===== config.mk =====
export PLATFORM = sky130hd
export DESIGN_NAME = sls_front_flat
export DESIGN_NICKNAME = d
export VERILOG_FILES = /design/src/hw/rtl/sparse_level_scheduler_assert.svh /design/src/hw/rtl/sls_pkg.sv /design/src/hw/rtl/sls_req_if.sv /design/src/hw/rtl/sls_front.sv /design/src/flat_wrapper.sv
export SDC_FILE = /design/constraint.sdc
export NUM_CORES = 1
export LEC_CHECK = 0
export BUFFER_PORTS_ARGS = -buffer_cell sky130_fd_sc_hd__buf_2
export CAP_MARGIN = 20
export CORE_UTILIZATION = 43
export CTS_CLUSTER_DIAMETER = 150
export DETAILED_ROUTE_END_ITERATION = 8
export GPL_ROUTABILITY_DRIVEN = 0
export GPL_TIMING_DRIVEN = 0
export HOLD_SLACK_MARGIN = 0.06
export PLACE_DENSITY = 0.82
export SYNTH_ARGS = -nofsm -noshare
export SYNTH_HDL_FRONTEND = slang
export SYNTH_SLANG_ARGS = --single-unit
export TNS_END_PERCENT = 5

===== constraint.sdc =====
create_clock -name clk -period 4.2 [get_ports clk]
set_clock_uncertainty 0.2 [all_clocks]
set_input_delay 0.21 -clock clk [delete_from_list [all_inputs] [get_ports clk]]
set_output_delay 0.21 -clock clk [all_outputs]
set_load 0.005 [all_outputs]

===== src/hw/rtl/sparse_level_scheduler_assert.svh =====
// Assertion macros used by the sparse level scheduler back end.
`ifndef SPARSE_LEVEL_SCHEDULER_ASSERT_SVH
`define SPARSE_LEVEL_SCHEDULER_ASSERT_SVH

`ifndef SYNTHESIS

// Same-cycle implication, disabled during reset.
`define SLS_ASSERT_IMP(lbl, clk, rst, ante, cons, msg) \
  lbl: assert property (@(posedge clk) disable iff (rst) (ante) |-> (cons)) \
    else $error(msg);

// Next-cycle implication, disabled during reset.
`define SLS_ASSERT_NXT(lbl, clk, rst, ante, cons, msg) \
  lbl: assert property (@(posedge clk) disable iff (rst) (ante) |=> (cons)) \
    else $error(msg);

`else

`define SLS_ASSERT_IMP(lbl, clk, rst, ante, cons, msg)
`define SLS_ASSERT_NXT(lbl, clk, rst, ante, cons, msg)

`endif

`endif


===== src/hw/rtl/sls_pkg.sv =====
// Package: sizes, command codes and the command word of the level scheduler.
`default_nettype none

package sls_pkg;

  localparam int MAX_ROWS = 1024;
  localparam int ROW_W    = $clog2(MAX_ROWS);
  localparam int LVL_W    = $clog2(MAX_ROWS);
  localparam int CNT_W    = $clog2(MAX_ROWS + 1);
  localparam int STG_W    = 11;
  localparam int FUNC_W   = 2;

  localparam int QDEPTH   = 4;
  localparam int QPTR_W   = $clog2(QDEPTH);
  localparam int QCNT_W   = $clog2(QDEPTH + 1);

  // Input function codes.
  localparam logic [FUNC_W-1:0] FUNC_ENTRY   = 2'd0;
  localparam logic [FUNC_W-1:0] FUNC_READ    = 2'd1;
  localparam logic [FUNC_W-1:0] FUNC_RESTART = 2'd2;

  // Result kinds.
  localparam logic KIND_LEVEL = 1'b0;
  localparam logic KIND_STAGE = 1'b1;

  // Decoded command opcodes carried through the queue.
  typedef enum logic [1:0] {
    OP_ENTRY   = 2'd0,
    OP_MARK    = 2'd1,
    OP_READ    = 2'd2,
    OP_RESTART = 2'd3
  } op_t;

  typedef struct packed {
    op_t              op;
    logic [ROW_W-1:0] column;
    logic             row_end;
    logic [STG_W-1:0] stage_index;
  } cmd_t;

endpackage

`default_nettype wire


===== src/hw/rtl/sls_req_if.sv =====
// Interface: input transaction channel of the level scheduler.
`default_nettype none

interface sls_req_if
  import sls_pkg::*;
();

  logic              valid;
  logic              ready;
  logic [FUNC_W-1:0] func;
  logic [ROW_W-1:0]  column;
  logic              has_entry;
  logic              row_end;
  logic [STG_W-1:0]  stage_index;

  modport source (output valid, func, column, has_entry, row_end, stage_index,
                  input ready);
  modport sink   (input valid, func, column, has_entry, row_end, stage_index,
                  output ready);

endinterface

`default_nettype wire


===== src/hw/rtl/sls_front.sv =====
// Front end: accept input transactions, decode them and drop those with no effect.
`default_nettype none

module sls_front
  import sls_pkg::*;
(
  input  wire logic clk,
  input  wire logic rst,
  sls_req_if.sink   req,
  output logic      cmd_valid,
  input  wire logic cmd_ready,
  output cmd_t      cmd
);

  logic hold_valid;
  cmd_t hold_cmd;
  cmd_t dec_cmd;
  logic dec_keep;
  logic accept;

  // Decode the incoming transaction into a queue command.
  always_comb begin
    dec_cmd.op          = OP_ENTRY;
    dec_cmd.column      = req.column;
    dec_cmd.row_end     = req.row_end;
    dec_cmd.stage_index = req.stage_index;
    dec_keep            = 1'b0;
    unique case (req.func)
      FUNC_ENTRY: begin
        dec_cmd.op = req.has_entry ? OP_ENTRY : OP_MARK;
        // A marker that does not close the row does nothing.
        dec_keep   = req.has_entry || req.row_end;
      end
      FUNC_READ: begin
        dec_cmd.op = OP_READ;
        dec_keep   = 1'b1;
      end
      FUNC_RESTART: begin
        dec_cmd.op = OP_RESTART;
        dec_keep   = 1'b1;
      end
      default: begin
        dec_keep = 1'b0;
      end
    endcase
  end

  assign req.ready = !hold_valid || cmd_ready;
  assign accept    = req.valid && req.ready;

  // Hold one decoded command until the queue takes it.
  always_ff @(posedge clk) begin
    if (rst) begin
      hold_valid <= 1'b0;
    end else if (accept) begin
      hold_valid <= dec_keep;
    end else if (cmd_ready) begin
      hold_valid <= 1'b0;
    end
  end

  always_ff @(posedge clk) begin
    if (accept) begin
      hold_cmd <= dec_cmd;
    end
  end

  assign cmd_valid = hold_valid;
  assign cmd       = hold_cmd;

endmodule

`default_nettype wire


===== src/flat_wrapper.sv =====
// flat-port wrapper written by rule: the top's interface ports become plain ports
module sls_front_flat import sls_pkg::*;
  (clk, rst, cmd_valid, cmd_ready, cmd, req_valid, req_func, req_column, req_has_entry, req_row_end, req_stage_index, req_ready);
  sls_req_if req_i ();
  input  wire logic clk;
  input  wire logic rst;
  output logic cmd_valid;
  input  wire logic cmd_ready;
  output cmd_t cmd;
  input wire logic [$bits(req_i.valid)-1:0] req_valid;
  input wire logic [$bits(req_i.func)-1:0] req_func;
  input wire logic [$bits(req_i.column)-1:0] req_column;
  input wire logic [$bits(req_i.has_entry)-1:0] req_has_entry;
  input wire logic [$bits(req_i.row_end)-1:0] req_row_end;
  input wire logic [$bits(req_i.stage_index)-1:0] req_stage_index;
  output wire logic [$bits(req_i.ready)-1:0] req_ready;
  assign req_i.valid = req_valid;
  assign req_i.func = req_func;
  assign req_i.column = req_column;
  assign req_i.has_entry = req_has_entry;
  assign req_i.row_end = req_row_end;
  assign req_i.stage_index = req_stage_index;
  assign req_ready = req_i.ready;
  sls_front u_core (.clk(clk), .rst(rst), .req(req_i), .cmd_valid(cmd_valid), .cmd_ready(cmd_ready), .cmd(cmd));
endmodule

==> metrics <==
share of cells above drive strength 1=approximately half; Die W=between 40 and 50 µm; Worst-Margin Slew=roughly 1.0 ns; drt wl/cell=13.49 µm; syn nets=between 60 and 70; via count=roughly 660; warnings from Yosys=0; Antenna Cells=0; GRT Util Overall=20.50%; pre-CTS setup slack=2.379 ns; number of enable flip-flop cells after synthesis=24; first-pass GRT wire length=~2900 µm; row count=15; P_leak=between 0.6 and 0.7 nW; Top Ports=55; critical path endpoint category=flop; sequential area share after synthesis=88.23%; worst-case clock buffer depth=2; Relative slew margins=slightly above 30%; busiest layer in global routing=met2; reg2reg start=u_core.cmd_valid; RR Endpoint=u_core.cmd[4]; # nets final=153; CTS buffer count=3; CTS tree=done; Slew Limit Fails=0; fin area=~0.0014 mm²; critical path arrival=between 1.5 and 2 ns; Period Utilization, post-route=47.61%; total gr overflow=0; Hold Path Depth=3; final setup vio count=0; TritonRoute pass-1 iters=3; hold buffer count at CTS=25; r2r setup slk=2.39 ns; final hold violations=0; Avg Inst Size Synth=approximately 22 µm²; top post-synthesis cells by count=edfxtp_1 (24), ha_1 (2), inv_1 (2); Max H-tree Level=1; Area growth syn-to-layout=68.85%; WP data required=between 4 and 5 ns; min Tclk post-route=about 2.0 ns; fin worst setup slack=2.200 ns; FF-to-FF path depth=2; Worst Hold Launch=req_func[1]; final core occ=between 70% and 80%; Synth area leader=edfxtp_1; largest net degree at the start of global routing=25; HPWL after DPL=around 1100 µm; VDD IR-drop max=about 210 µV; routing usage on met1=approximately a fifth; Min-Delay Path Class=in2reg; CP startpoint kind=input pin; Initial Utilization=47.09%; hold-critical path endpoint=u_core.cmd[22]; Sink Count=25; post-route ant nets=0; leading cell type by number of instances after synthesis=edfxtp_1; Setup TNS=0 ns; CTS resizes=0; Synth top area share=85.84%; fillers=~110; Mapped Cells=38; flop and latch count out of synthesis=25; Top FF cell, synth=edfxtp_1; GR Util met2=approximately 41%; outcome=complete, no violations; die height=approximately 46 µm; crit path kind=in2reg; Setup Fix Bufs, Post-CTS=0; Max Clk Rate=500.1 MHz; Max Cap Viol=0; # DRC=0; clk slew on worst S/H paths=0.12 ns; Die ar.=between 0.002 and 0.0025 mm²; CTS root buffer=clkbuf_4; ranking of synthesized cells by area=edfxtp_1 (86%), ha_1 (3.0%), dfxtp_1 (2.4%), nand2b_4 (1.6%), a21oi_2 (1.0%); met3 Usage GRT=roughly 4.3%; ys async rst share=0%; routed vias/inst=approximately 4.5; Syn Std Cell Area=roughly 840 µm²; initial antenna violation count=0; worst-path maximum fanout=3; total wire length=1970 µm; PwrDens=322.9 mW/mm²; latest clock arrival within the worst-skew pair=0.29 ns; Core ar.=around 0.0018 mm²; RSZ-0062 raised after global routing=no; placed cell areas=about 0.0011 mm²; vias in the first global route=685; PortBufs=54; synth unique cells=13; Iteration-0 DRC Markers=6
-- critical path: stages --
cell           delay (ns)
dlygate4sd3_1        0.53
buf_2                0.12
inv_1                0.04
ha_1                 0.32
o21ai_2              0.15
a21oi_2              0.06
dlygate4sd3_1        0.55
-- cell usage in the layout, fill, tap and decap left out --
master	netlist	routed
o21ai_0	1	1
o21ai_2	1	1
clkbuf_4	0	3
dfxtp_1	1	1
nor2b_2	1	1
edfxtp_1	24	24
a21oi_2	1	1
nand2b_4	1	1
nand2_1	1	1
ha_1	2	2
inv_1	2	2
buf_2	0	54
clkbuf_1	0	1
o21a_1	1	1
nor2_1	1	1
and2_1	1	1
dlygate4sd3_1	0	25
-- worst max path at each step --
stage / slack, ns / from / end
floorplan: 2.58 / u_core.cmd_valid / u_core.cmd[0]
global placement: 2.42 / cmd_ready / u_core.cmd[15]
detailed placement: 2.38 / cmd_ready / u_core.cmd[21]
CTS: 2.24 / req_func[0] / u_core.cmd_valid
global route: 2.14 / req_func[0] / u_core.cmd_valid
finish: 2.20 / req_func[0] / u_core.cmd_valid
-- layout make-up --
class | instances | area (µm²) | area share (%)
multi-input combinational | 11 | 91.34 | 6.443
sequential | 25 | 740.7 | 52.25
inverter | 2 | 7.507 | 0.5296
tap | 25 | 31.28 | 2.207
timing repair buffer | 79 | 520.5 | 36.72
clock buffer | 4 | 26.28 | 1.853
-- where the power goes --
group | switching, mW | total, mW | internal [mW]
registers | 0.00434 | 0.296 | 0.292
logic | 0.0244 | 0.0621 | 0.0377
clock network | 0.0627 | 0.0996 | 0.0369
total | 0.0915 | 0.458 | 0.366
-- metal layers --
layer | vias to the layer above | wire (µm)
met2 | 38 | 1137
met5 | - | 0
li1 | 308 | -
met3 | 4 | 117
met4 | 0 | 29
met1 | 305 | 686
-- state kept, by name (all words and copies together) (netlist names) --
register          count
u_core.cmd           24
u_core.cmd_valid      1
-- stage by stage --
stage               hold slack [ns]  cells  total power [mW]
floorplan                   0.07244     38            0.3143
global placement             0.1714    117            0.3420
detailed placement           0.1791    117            0.3445
CTS                         0.08639    146            0.4606
global route                 0.1209    146            0.4795
finish                      0.09043    146            0.4578
-- cells by family after synthesis --
logic type | count (synthesis) | share of synthesized area, %
flip-flops | 25 | 88.23
AND/OR/NAND/NOR | 5 | 4.321
AO/OA/AOI/OAI | 4 | 3.577
buffers and inverters | 2 | 0.8945
adder cells (fa/ha/maj) | 2 | 2.980
No activity file was read; power rests on OpenSTA's default activity.
