**src/hw/rtl/sparse_level_scheduler_assert.svh**
```systemverilog
// Assertion macros used by the sparse level scheduler back end.
`ifndef SPARSE_LEVEL_SCHEDULER_ASSERT_SVH
`define SPARSE_LEVEL_SCHEDULER_ASSERT_SVH

`ifndef SYNTHESIS

// Same-cycle implication, disabled during reset.
`define SLS_ASSERT_IMP(lbl, clk, rst, ante, cons, msg) \
  lbl: assert property (@(posedge clk) disable iff (rst) (ante) |-> (cons)) \
    else $error(msg);

// Next-cycle implication, disabled during reset.
`define SLS_ASSERT_NXT(lbl, clk, rst, ante, cons, msg) \
  lbl: assert property (@(posedge clk) disable iff (rst) (ante) |=> (cons)) \
    else $error(msg);

`else

`define SLS_ASSERT_IMP(lbl, clk, rst, ante, cons, msg)
`define SLS_ASSERT_NXT(lbl, clk, rst, ante, cons, msg)

`endif

`endif

```
**src/hw/rtl/sls_pkg.sv**
```systemverilog
// Package: sizes, command codes and the command word of the level scheduler.
`default_nettype none

package sls_pkg;

  localparam int MAX_ROWS = 1024;
  localparam int ROW_W    = $clog2(MAX_ROWS);
  localparam int LVL_W    = $clog2(MAX_ROWS);
  localparam int CNT_W    = $clog2(MAX_ROWS + 1);
  localparam int STG_W    = 11;
  localparam int FUNC_W   = 2;

  localparam int QDEPTH   = 4;
  localparam int QPTR_W   = $clog2(QDEPTH);
  localparam int QCNT_W   = $clog2(QDEPTH + 1);

  // Input function codes.
  localparam logic [FUNC_W-1:0] FUNC_ENTRY   = 2'd0;
  localparam logic [FUNC_W-1:0] FUNC_READ    = 2'd1;
  localparam logic [FUNC_W-1:0] FUNC_RESTART = 2'd2;

  // Result kinds.
  localparam logic KIND_LEVEL = 1'b0;
  localparam logic KIND_STAGE = 1'b1;

  // Decoded command opcodes carried through the queue.
  typedef enum logic [1:0] {
    OP_ENTRY   = 2'd0,
    OP_MARK    = 2'd1,
    OP_READ    = 2'd2,
    OP_RESTART = 2'd3
  } op_t;

  typedef struct packed {
    op_t              op;
    logic [ROW_W-1:0] column;
    logic             row_end;
    logic [STG_W-1:0] stage_index;
  } cmd_t;

endpackage

`default_nettype wire

```
**src/hw/rtl/sls_cmd_fifo.sv**
```systemverilog
// Short command queue between the front end and the back end.
`default_nettype none

module sls_cmd_fifo
  import sls_pkg::*;
(
  input  wire logic clk,
  input  wire logic rst,
  input  wire logic push_valid,
  output logic      push_ready,
  input  wire cmd_t push_cmd,
  output logic      pop_valid,
  input  wire logic pop_ready,
  output cmd_t      pop_cmd
);

  cmd_t              slots [QDEPTH];
  logic [QPTR_W-1:0] wr_ptr;
  logic [QPTR_W-1:0] rd_ptr;
  logic [QCNT_W-1:0] count;
  logic              do_push;
  logic              do_pop;

  assign push_ready = (count != QCNT_W'(QDEPTH));
  assign pop_valid  = (count != '0);
  assign do_push    = push_valid && push_ready;
  assign do_pop     = pop_valid && pop_ready;
  assign pop_cmd    = slots[rd_ptr];

  // Advance pointers and occupancy.
  always_ff @(posedge clk) begin
    if (rst) begin
      wr_ptr <= '0;
      rd_ptr <= '0;
      count  <= '0;
    end else begin
      if (do_push) begin
        wr_ptr <= wr_ptr + QPTR_W'(1);
      end
      if (do_pop) begin
        rd_ptr <= rd_ptr + QPTR_W'(1);
      end
      if (do_push && !do_pop) begin
        count <= count + QCNT_W'(1);
      end else if (do_pop && !do_push) begin
        count <= count - QCNT_W'(1);
      end
    end
  end

  // Store pushed commands.
  always_ff @(posedge clk) begin
    if (do_push) begin
      slots[wr_ptr] <= push_cmd;
    end
  end

endmodule

`default_nettype wire

```
**config.mk**
```make
export PLATFORM = sky130hd
export DESIGN_NAME = sls_cmd_fifo
export DESIGN_NICKNAME = d
export VERILOG_FILES = /design/src/hw/rtl/sparse_level_scheduler_assert.svh /design/src/hw/rtl/sls_pkg.sv /design/src/hw/rtl/sls_cmd_fifo.sv
export SDC_FILE = /design/constraint.sdc
export NUM_CORES = 1
export LEC_CHECK = 0
export ABC_AREA = 0
export BUFFER_PORTS_ARGS = -buffer_cell sky130_fd_sc_hd__buf_2
export CAP_MARGIN = 0
export CORE_AREA = 2 2 88 174
export DETAILED_ROUTE_END_ITERATION = 10
export DIE_AREA = 0 0 90 176
export SETUP_SLACK_MARGIN = 0.2
export SYNTH_ARGS = -nofsm -noshare
export SYNTH_HDL_FRONTEND = slang
export SYNTH_SLANG_ARGS = --single-unit
```
**constraint.sdc**
```tcl
create_clock -name clk -period 6 [get_ports clk]
set_clock_uncertainty 0.05 [all_clocks]
set_input_delay 0.3 -clock clk [delete_from_list [all_inputs] [get_ports clk]]
set_output_delay 0.3 -clock clk [all_outputs]
set_load 0.01 [all_outputs]
```
==> metrics.md, run 1 <==
| Metric | Value |
|---|---|
| Status | `finished, final reports clean` |
| Post-synth top cells | `96 x edfxtp_1, 20 x mux4_2, 9 x dfxtp_1` |
| FF-to-FF End | `count[2]` |
| Ys Warns | `0` |
| Antenna Violating Nets Remaining | `0` |
| Clock tree buffer depth | `2` |
| Max Cap Viol | `0` |
| Final net count | `270` |
| HP Start | `push_cmd[0]` |
| Share of cells above drive strength 1 | `0.398` |
| Seq cells post-synth | `105` |
| WP data required | `5650 ps` |
| IO Pins | `54` |
| Clock power share | `0.295` |
| Setup_tns | `0 ps` |
| CP delay by family, top | `flip-flops` |
| Routed wire length | `7.34 mm` |
| Switching share of power | `0.271` |
| Post_cts resized | `0` |
| Dpl cells | `417` |
| Int Pwr | `1440 µW` |
| Dpl hpwl | `4.54 mm` |
| Netlist Area Pre-Place | `3980 µm²` |
| Vias in the first global route | `2051` |
| FFs w/ async S/R, synth | `0` |
| R2R depth | `8` |
| Worst-path clk slew | `70 ps` |
| Worst path arrival time | `2090 ps` |
| Seq pwr share | `0.490` |
| Die width | `90 µm` |
| Post-synth cell types | `24` |
| Most frequent cell after synthesis | `edfxtp_1` |
| Hold-fix buffers at CTS | `0` |
| Worst Tran Pin Value | `918 ps` |
| Synth Flop Type | `edfxtp_1` |
| H-tree depth | `3` |
| Reg-to-reg critical path startpoint | `count[0]` |
| Synth top area share | `0.724` |
| Vias | `1849` |
| RSZ-0062 raised after global routing | `no` |
| Post-route cell area | `4760 µm²` |
| Post-CTS setup buffers | `0` |
| WL/cell | `16.9 µm` |
| Worst-Skew Late Latency | `340 ps` |
| Crit path max fanout | `24` |
| Hold-critical path depth | `1` |
| Fin. max-slew vios | `0` |
| Initial antenna violation count | `1` |
| Reg2reg setup slack | `3730 ps` |
| Leakage | `0.00162 µW` |
| CP max stage delay | `930 ps` |
| Cell taking the most area after synthesis | `edfxtp_1` |
| Setup violations, final | `0` |
| Pwr Density | `415 nW/µm²` |
| Slew headroom | `0.388` |
| F_max | `410 MHz` |
| CTS root buf | `clkbuf_16` |
| Starting Density | `0.276` |
| Total GRT Usage | `0.0970` |
| Power, Total | `1980 µW` |
| Post-synth EDFFs | `96` |
| CTS Sinks | `105` |
| TritonCTS Buffers | `9` |
| Placed cell areas | `4460 µm²` |
| CP Capture Type | `primary output` |
| # port buffers | `53` |
| Die height | `176 µm` |
| Final Hold Fails | `0` |
| Fin cells | `434` |
| Setup Crit Path Kind | `flop to primary output` |
| Crit path time final | `2440 ps` |
| Largest net degree at the start of global routing | `25` |
| Initial DRC count | `131` |
| Peak supply drop | `0.000223 V` |
| Total gr overflow | `0` |
| Row Count | `62` |
| Final Wtd Congestion | `0.677` |
| Syn Nets | `208` |
| P_sw | `536 µW` |
| Synth-to-layout area growth | `19.6%` |
| First-pass GRT wire length | `11.2 mm` |
| First-pass detailed-route iteration total | `4` |
| Sequential element share of the synthesized area | `0.769` |
| Worst-path cell chain | `mux4_1, buf_2` |
| Syn Inst Count | `174` |
| Remaining routing DRC violations | `0` |
| CTS tree | `yes` |
| Master of the slowest instance on the critical path | `dfxtp_2` |
| Synth area leaders | `edfxtp_1 72%, mux4_2 11%, dfxtp_1 4.5%, mux4_1 2.6%, ha_1 1.6%` |
| Final Cycle Share | `0.406` |
| CP bufs+invs | `1` |
| Routed vias/inst | `4.26` |
| Comb pwr share | `0.215` |
| Synthesized area per cell | `22.9 µm²` |
| Die Area | `15800 µm²` |
| Min-Delay Path Class | `input port to flop` |
| Worst Hold Path EP | `slots[2][0]` |
| CP Launch Type | `flop` |
| CORE AREA | `14400 µm²` |
## power by group through the flow
stage	Combinational (µW)	Sequential, µW	Clock [µW]
after global routing	461	984	630
after floorplan	347	932	0
after detailed placement	437	989	0
after global placement	423	983	0
final	425	967	583
after CTS	439	973	603
## cell families (layout without fill, tap and decap cells)
logic type,after synthesis,in the layout,share of synthesized area
fa+ha+maj,6,6,0.0207
xor+xnor,4,4,0.00880
other cells,0,1,0
simple gates,17,17,0.0211
compound gates,5,5,0.0126
mux,27,27,0.147
buf+inv,10,77,0.0201
flops,105,105,0.769
## registers in the layout, indices dropped and copies added (netlist names), named ones only
name / cells
slots: 96
rd_ptr: 2
wr_ptr: 2
count: 3
## cells in the final DEF, fill, tap and decap left out, types with 3 or more instances in the layout
| cell | n |
|---|---|
| edfxtp_1 | 96 |
| and2_1 | 4 |
| xor2_1 | 4 |
| dfxtp_1 | 8 |
| buf_2 | 53 |
| mux4_1 | 4 |
| inv_1 | 3 |
| nor2_1 | 8 |
| ha_1 | 5 |
| buf_4 | 5 |
| mux4_2 | 20 |
| clkbuf_16 | 9 |
## layout make-up
type                       count  area, µm²
inverter                       3       11.3
tap                          192        240
timing repair buffer          58        303
antenna                        1       2.50
clock inverter                 7       76.3
fill                        1407       9670
clock buffer                   9        225
sequential                   105       3060
multi-input combinational     59        838
## worst max-delay path by stage
stage	start	end	slack (ps)	depth (start not counted)
after global placement	flop	pop_cmd[21]	3820	2
final	flop	pop_cmd[19]	3560	2
after global routing	flop	pop_cmd[20]	3380	2
after CTS	flop	pop_cmd[21]	3450	2
after detailed placement	count[0]	count[2]	3750	8
after floorplan	count[0]	count[2]	3950	8
## layer usage
layer,GRT usage,wire length [µm],vias up
met5,0,0,-
met4,0.0500,166,0
met3,0.0269,295,9
met2,0.177,4090,41
met1,0.101,2780,968
li1,-,-,831
## stage by stage
| stage | worst slack (ps) | util | hold slack [ps] |
|---|---|---|---|
| finish | 3560 | 0.330 | 119 |
| floorplan | 3950 | - | 349 |
| global placement | 3820 | 0.309 | 444 |
| global route | 3380 | 0.330 | 109 |
| detailed placement | 3750 | 0.309 | 467 |
| CTS | 3450 | 0.330 | 106 |
Power figures use the tool's default switching activity.
==> run 2, diff against run 1 <==
- clock period: 6 -> 2.5 ns (I/O delays scaled with it)
==> run 2 against run 1 <==
  * Design area is 6.2% higher
  * Critical path depth is 6 higher
  * Utilization is 2.0 points higher
  * Sequential share of layout area is 3.7 points lower
  * Non-clock buffer count is 26 higher
  * Global-route usage is 0.051 points higher
  * Die area stayed put
  * Power grew to 2.5 times the previous value
  * Critical endpoint is now count[2]
  * Largest cell class unchanged
==> metrics.md, run 2 (synthesized netlist as in run 1, its figures left out) <==
| Metric | Value |
|---|---|
| Final Util | `0.350 (was 0.330)` |
| Fin cells | `459 (was 434)` |
| Die height | `176 µm (unchanged)` |
| Final net count | `296 (was 270)` |
| Worst-path clk slew | `70 ps (about the same)` |
| Post-CTS setup buffers | `0 (unchanged)` |
| Peak supply drop | `0.000438 V (was 0.000223 V)` |
| Routed wire length | `7.27 mm (was 7.34 mm)` |
| Status | `finished, final reports clean (unchanged)` |
| Die width | `90 µm (unchanged)` |
| Crit path time final | `2150 ps` |
| Synth-to-layout area growth | `27.0% (was 19.6%)` |
| Worst-path cell chain | `nor2_1, a21boi_4, ha_1, inv_1, fa_1, xor2_1, or3_1, a21oi_1 (was mux4_1, buf_2)` |
| CP Launch Type | `flop (unchanged)` |
| H-tree depth | `3 (unchanged)` |
| RSZ-0062 raised after global routing | `no (unchanged)` |
| Slew headroom | `0.728 (was 0.388)` |
| # port buffers | `53 (unchanged)` |
| First-pass GRT wire length | `11.5 mm (was 11.2 mm)` |
| F_max | `464 MHz` |
| Max reg flops | `96 (unchanged)` |
| Most frequent cells in the layout | `96 x edfxtp_1, 53 x buf_2, 24 x dlygate4sd3_1 (was 96 x edfxtp_1, 53 x buf_2, 20 x mux4_2)` |
| Initial DRC count | `103 (was 131)` |
| Total GRT Usage | `0.0975 (was 0.0970)` |
| Setup violations, final | `0 (unchanged)` |
| First-pass detailed-route iteration total | `4 (unchanged)` |
| Pwr Density | `980 nW/µm² (was 415 nW/µm²)` |
| Worst path arrival time | `2370 ps (was 2090 ps)` |
| Antenna Violating Nets Remaining | `0 (unchanged)` |
| WL/cell | `15.8 µm (was 16.9 µm)` |
| Die Area | `15800 µm² (unchanged)` |
| ANT cells | `0 (was 1)` |
| CP Capture Type | `flop (was primary output)` |
| Share of cells above drive strength 1 | `0.375 (was 0.398)` |
| CORE AREA | `14400 µm² (unchanged)` |
| CP bufs+invs | `1 (unchanged)` |
| CP max stage delay | `400 ps (was 930 ps)` |
| Routed vias/inst | `4.13 (was 4.26)` |
| Largest net degree at the start of global routing | `25 (unchanged)` |
| Final Wtd Congestion | `0.660 (was 0.677)` |
| Remaining routing DRC violations | `0 (unchanged)` |
| Fin. max-slew vios | `0 (unchanged)` |
| Vias in the first global route | `2115 (was 2051)` |
| CP delay by family, top | `adder cells (was flip-flops)` |
| Starting Density | `0.276 (unchanged)` |
| Leakage | `0.00175 µW (was 0.00162 µW)` |
| Worst-Skew Late Latency | `330 ps (was 340 ps)` |
| Most common cell after layout, fill and taps aside | `edfxtp_1 (unchanged)` |
| Most flops, register | `slots (unchanged)` |
| TritonCTS Buffers | `9 (unchanged)` |
| IO Pins | `54 (unchanged)` |
| Total gr overflow | `0 (unchanged)` |
| Final Cycle Share | `0.861` |
| Dpl cells | `419 (was 417)` |
| Crit path max fanout | `7 (was 24)` |
| Master of the slowest instance on the critical path | `dfxtp_2 (unchanged)` |
| Initial antenna violation count | `0 (was 1)` |
| Worst Tran Pin Value | `408 ps (was 918 ps)` |
| Max Cap Viol | `0 (unchanged)` |
| Final Hold Fails | `0 (unchanged)` |
| Setup_tns | `0 ps (unchanged)` |
| Setup Crit Path Kind | `flop to flop (was flop to primary output)` |
| Min-Delay Path Class | `input port to flop (unchanged)` |
| CTS root buf | `clkbuf_16 (unchanged)` |
| Vias | `1895 (was 1849)` |
| Clock tree buffer depth | `2 (unchanged)` |
| WP data required | `2720 ps (was 5650 ps)` |
| Regs by FF count | `slots: 96 flops, count: 3 flops (unchanged)` |
| CTS Sinks | `105 (unchanged)` |
| CTS tree | `yes (unchanged)` |
| Dpl hpwl | `4.58 mm (was 4.54 mm)` |
| Row Count | `62 (unchanged)` |
run 2: cell types whose count changed in the layout (fill, tap and decap cells not counted), moves of 2 or more:
cell and change:
bufinv_16 +2, dfxtp_1 -2, dfxtp_2 +2, buf_4 +2, dlygate4sd3_1 +24, clkinv_4 -2
run 2: worst paths after layout:
check | to | slack, ps | from | cells past startpoint
min | count[2] | 30 | rst | 2
max | count[2] | 350 | count[0] | 8
min reg2reg | wr_ptr[1] | 480 | wr_ptr[1] | 2
max reg2reg | count[2] | 350 | count[0] | 8
run 2: routing by layer:
layer / vias to the layer above / part of all wire / GRT usage
met5: - / 0 / 0
li1: 881 / - / -
met1: 970 / 0.39 / 0.105
met2: 37 / 0.56 / 0.181
met3: 7 / 0.027 / 0.0171
met4: 0 / 0.020 / 0.0519
run 2: timing repair:
action                     in CTS  in global routing
setup endpoints to repair       0                  1
gates resized for setup         0                  2
hold buffers                   24                  0
hold endpoints to repair       96                  0
run 2: power by group:
| part | internal (µW) | switching [µW] |
|---|---|---|
| Combinational | 574 | 563 |
| Sequential | 2140 | 106 |
| Clock | 980 | 589 |
run 2: final cells by class:
type	count	area, µm²
clock inverters	7	116
fillers	1403	9370
well taps	192	240
multi-input cells	59	838
repair buffers	84	558
flip-flops and latches	105	3070
inverters	3	11.3
clock buffers	9	225
run 2: metrics by stage:
stage,hold WS (ps),setup slack (ps),cell area (µm²),total power (µW)
after CTS,13.5,212,5050,5060
after global routing,32.2,213,5060,5210
after global placement,286,377,4470,3400
after floorplan,174,448,3980,3070
after detailed placement,295,240,4470,3430
final,32.1,347,5060,4950
==> run 3, diff against run 2 <==
- CTS_BUF_LIST: default -> sky130_fd_sc_hd__clkbuf_4 sky130_fd_sc_hd__clkbuf_8
- RECOVER_POWER: default -> 25
- REMOVE_ABC_BUFFERS: default -> 1
==> run 3 against run 2 <==
  * Via count up 1.8%
  * Cell count unchanged
  * Power fell by 11%
  * Count of clock-buffer cells in the layout up 1
  * Sequential cell count did not move
  * Register-to-register slack improved by 30 ps
  * Global-route usage fell by 0.44 points
  * Non-clock buffer count unchanged
  * Critical path type unchanged
  * Die area stayed put
  * Utilization fell by 1.1 points
==> metrics.md, run 3 (synthesized netlist as in run 1, its figures left out) <==
| Metric | Value |
|---|---|
| Hold-critical path depth | `4 (was 2)` |
| CTS Sinks | `105 (unchanged)` |
| Worst-path clk slew | `90 ps (was 70 ps)` |
| Placed cell areas | `4480 µm² (was 4470 µm²)` |
| TritonCTS Buffers | `9 (unchanged)` |
| Leakage | `0.00164 µW (was 0.00175 µW)` |
| Most frequent cells in the layout | `96 x edfxtp_1, 39 x buf_2, 25 x dlygate4sd3_1 (was 96 x edfxtp_1, 53 x buf_2, 24 x dlygate4sd3_1)` |
| Largest net degree at the start of global routing | `25 (unchanged)` |
| Setup Crit Path Kind | `flop to flop (unchanged)` |
| R2R depth | `8 (unchanged)` |
| Worst Hold Slack | `109 ps (was 32.1 ps)` |
| Post-CTS setup buffers | `0 (unchanged)` |
| H-tree depth | `3 (unchanged)` |
| Antenna Violating Nets Remaining | `0 (unchanged)` |
| Pwr Density | `895 nW/µm² (was 980 nW/µm²)` |
| Synth-to-layout area growth | `23.1% (was 27.0%)` |
| Crit path max fanout | `7 (unchanged)` |
| Total gr overflow | `0 (unchanged)` |
| Share of cells above drive strength 1 | `0.322 (was 0.375)` |
| Final net count | `296 (unchanged)` |
| Vias in the first global route | `2046 (was 2115)` |
| Setup violations, final | `0 (unchanged)` |
| Worst Tran Pin Value | `409 ps (was 408 ps)` |
| Worst-Skew Late Latency | `360 ps (was 330 ps)` |
| IO Pins | `54 (unchanged)` |
| Min-Delay Path Class | `input port to flop (unchanged)` |
| Final Wtd Congestion | `0.676 (was 0.660)` |
| Dpl hpwl | `4.53 mm (was 4.58 mm)` |
| First-pass GRT wire length | `11.0 mm (was 11.5 mm)` |
| Row Count | `62 (unchanged)` |
| Max Cap Viol | `0 (unchanged)` |
| Clock tree buffer depth | `2 (unchanged)` |
| WP data required | `2750 ps (was 2720 ps)` |
| Vias | `1930 (was 1895)` |
| Routed vias/inst | `4.20 (was 4.13)` |
| F_max | `472 MHz (was 464 MHz)` |
| RSZ-0062 raised after global routing | `no (unchanged)` |
| WL/cell | `15.5 µm (was 15.8 µm)` |
| Crit path time final | `2120 ps (was 2150 ps)` |
| ANT cells | `0 (unchanged)` |
| Initial DRC count | `102 (was 103)` |
| # port buffers | `53 (unchanged)` |
| Max reg flops | `96 (unchanged)` |
| Most common cell after layout, fill and taps aside | `edfxtp_1 (unchanged)` |
| Status | `finished, final reports clean (unchanged)` |
| Most flops, register | `slots (unchanged)` |
| Slew headroom | `0.723 (was 0.728)` |
| First-pass detailed-route iteration total | `4 (unchanged)` |
| Fin. max-slew vios | `0 (unchanged)` |
| Worst path arrival time | `2370 ps (about the same)` |
| Die height | `176 µm (unchanged)` |
| CTS tree | `yes (unchanged)` |
| CORE AREA | `14400 µm² (unchanged)` |
| Regs by FF count | `slots: 96 flops, count: 3 flops (unchanged)` |
| CP Launch Type | `flop (unchanged)` |
| Final Hold Fails | `0 (unchanged)` |
| Final Util | `0.340 (was 0.350)` |
| Setup_tns | `0 ps (unchanged)` |
| Worst slack, placed | `262 ps (was 240 ps)` |
| Routed wire length | `7.13 mm (was 7.27 mm)` |
| Initial antenna violation count | `0 (unchanged)` |
| Peak supply drop | `0.000504 V (was 0.000438 V)` |
| Die width | `90 µm (unchanged)` |
| Die Area | `15800 µm² (unchanged)` |
| Remaining routing DRC violations | `0 (unchanged)` |
| # fillers | `1421 (was 1403)` |
| Final worst slack | `380 ps (was 347 ps)` |
| Total GRT Usage | `0.0932 (was 0.0975)` |
| Final Cycle Share | `0.848 (was 0.861)` |
| CTS root buf | `clkbuf_8 (was clkbuf_16)` |
| Starting Density | `0.276 (unchanged)` |
| CP Capture Type | `flop (unchanged)` |
| Post-route cell area | `4900 µm² (was 5060 µm²)` |
run 3: cell count changes in the layout (fill, tap and decap cells not counted), sizes merged:
cell         before  now
buf              60   45
clkbuf            9   24
bufinv            3    0
inv               5    7
dlygate4sd3      24   25
run 3: path summary, 6_finish.rpt:
path	start	end	slack, ps
min	pop_ready	flop	110
max	count[0]	count[2]	380
max reg2reg	count[0]	count[2]	380
min reg2reg	wr_ptr[1]	wr_ptr[1]	470
run 3: layout make-up:
cell class	count	area (µm²)	area share
inverter	3	11.3	0.00230
clock inverter	6	57.6	0.0117
tap	192	240	0.0490
clock buffer	10	131	0.0268
sequential	105	3070	0.626
timing repair buffer	84	556	0.113
multi-input combinational	59	838	0.171
run 3: per-stage QoR:
step,power [µW],instances
finish,4390,459
global route,4610,459
CTS,4470,459
detailed placement,3450,418
global placement,3410,418
floorplan,2980,167
run 3: power breakdown:
part | total [µW] | switching [µW] | internal (µW)
clock | 981 | 582 | 398
sequential | 2220 | 82.7 | 2140
combinational | 1180 | 601 | 584
run 3: worst max-delay path, stage by stage, from the launching register on:
cell	delay [ps]
dfxtp_2	410
nor2_1	100
a21boi_4	240
ha_1	220
inv_1	60
fa_1	370
xor2_1	160
or3_1	310
a21oi_1	140
run 3: timing repair:
item | 4_1_cts | 5_1_grt
hold buffers | 25 | 0
gates resized for setup | 0 | 2
endpoints found under the setup margin | 0 | 1
hold endpoints to repair | 103 | 0
run 3: routing by layer:
metal | vias up | routed length, µm | track usage
li1 | 883 | - | -
met1 | 1000 | 2670 | 0.0927
met2 | 34 | 4040 | 0.174
met3 | 13 | 196 | 0.0196
met4 | 0 | 219 | 0.0571
met5 | - | 0 | 0
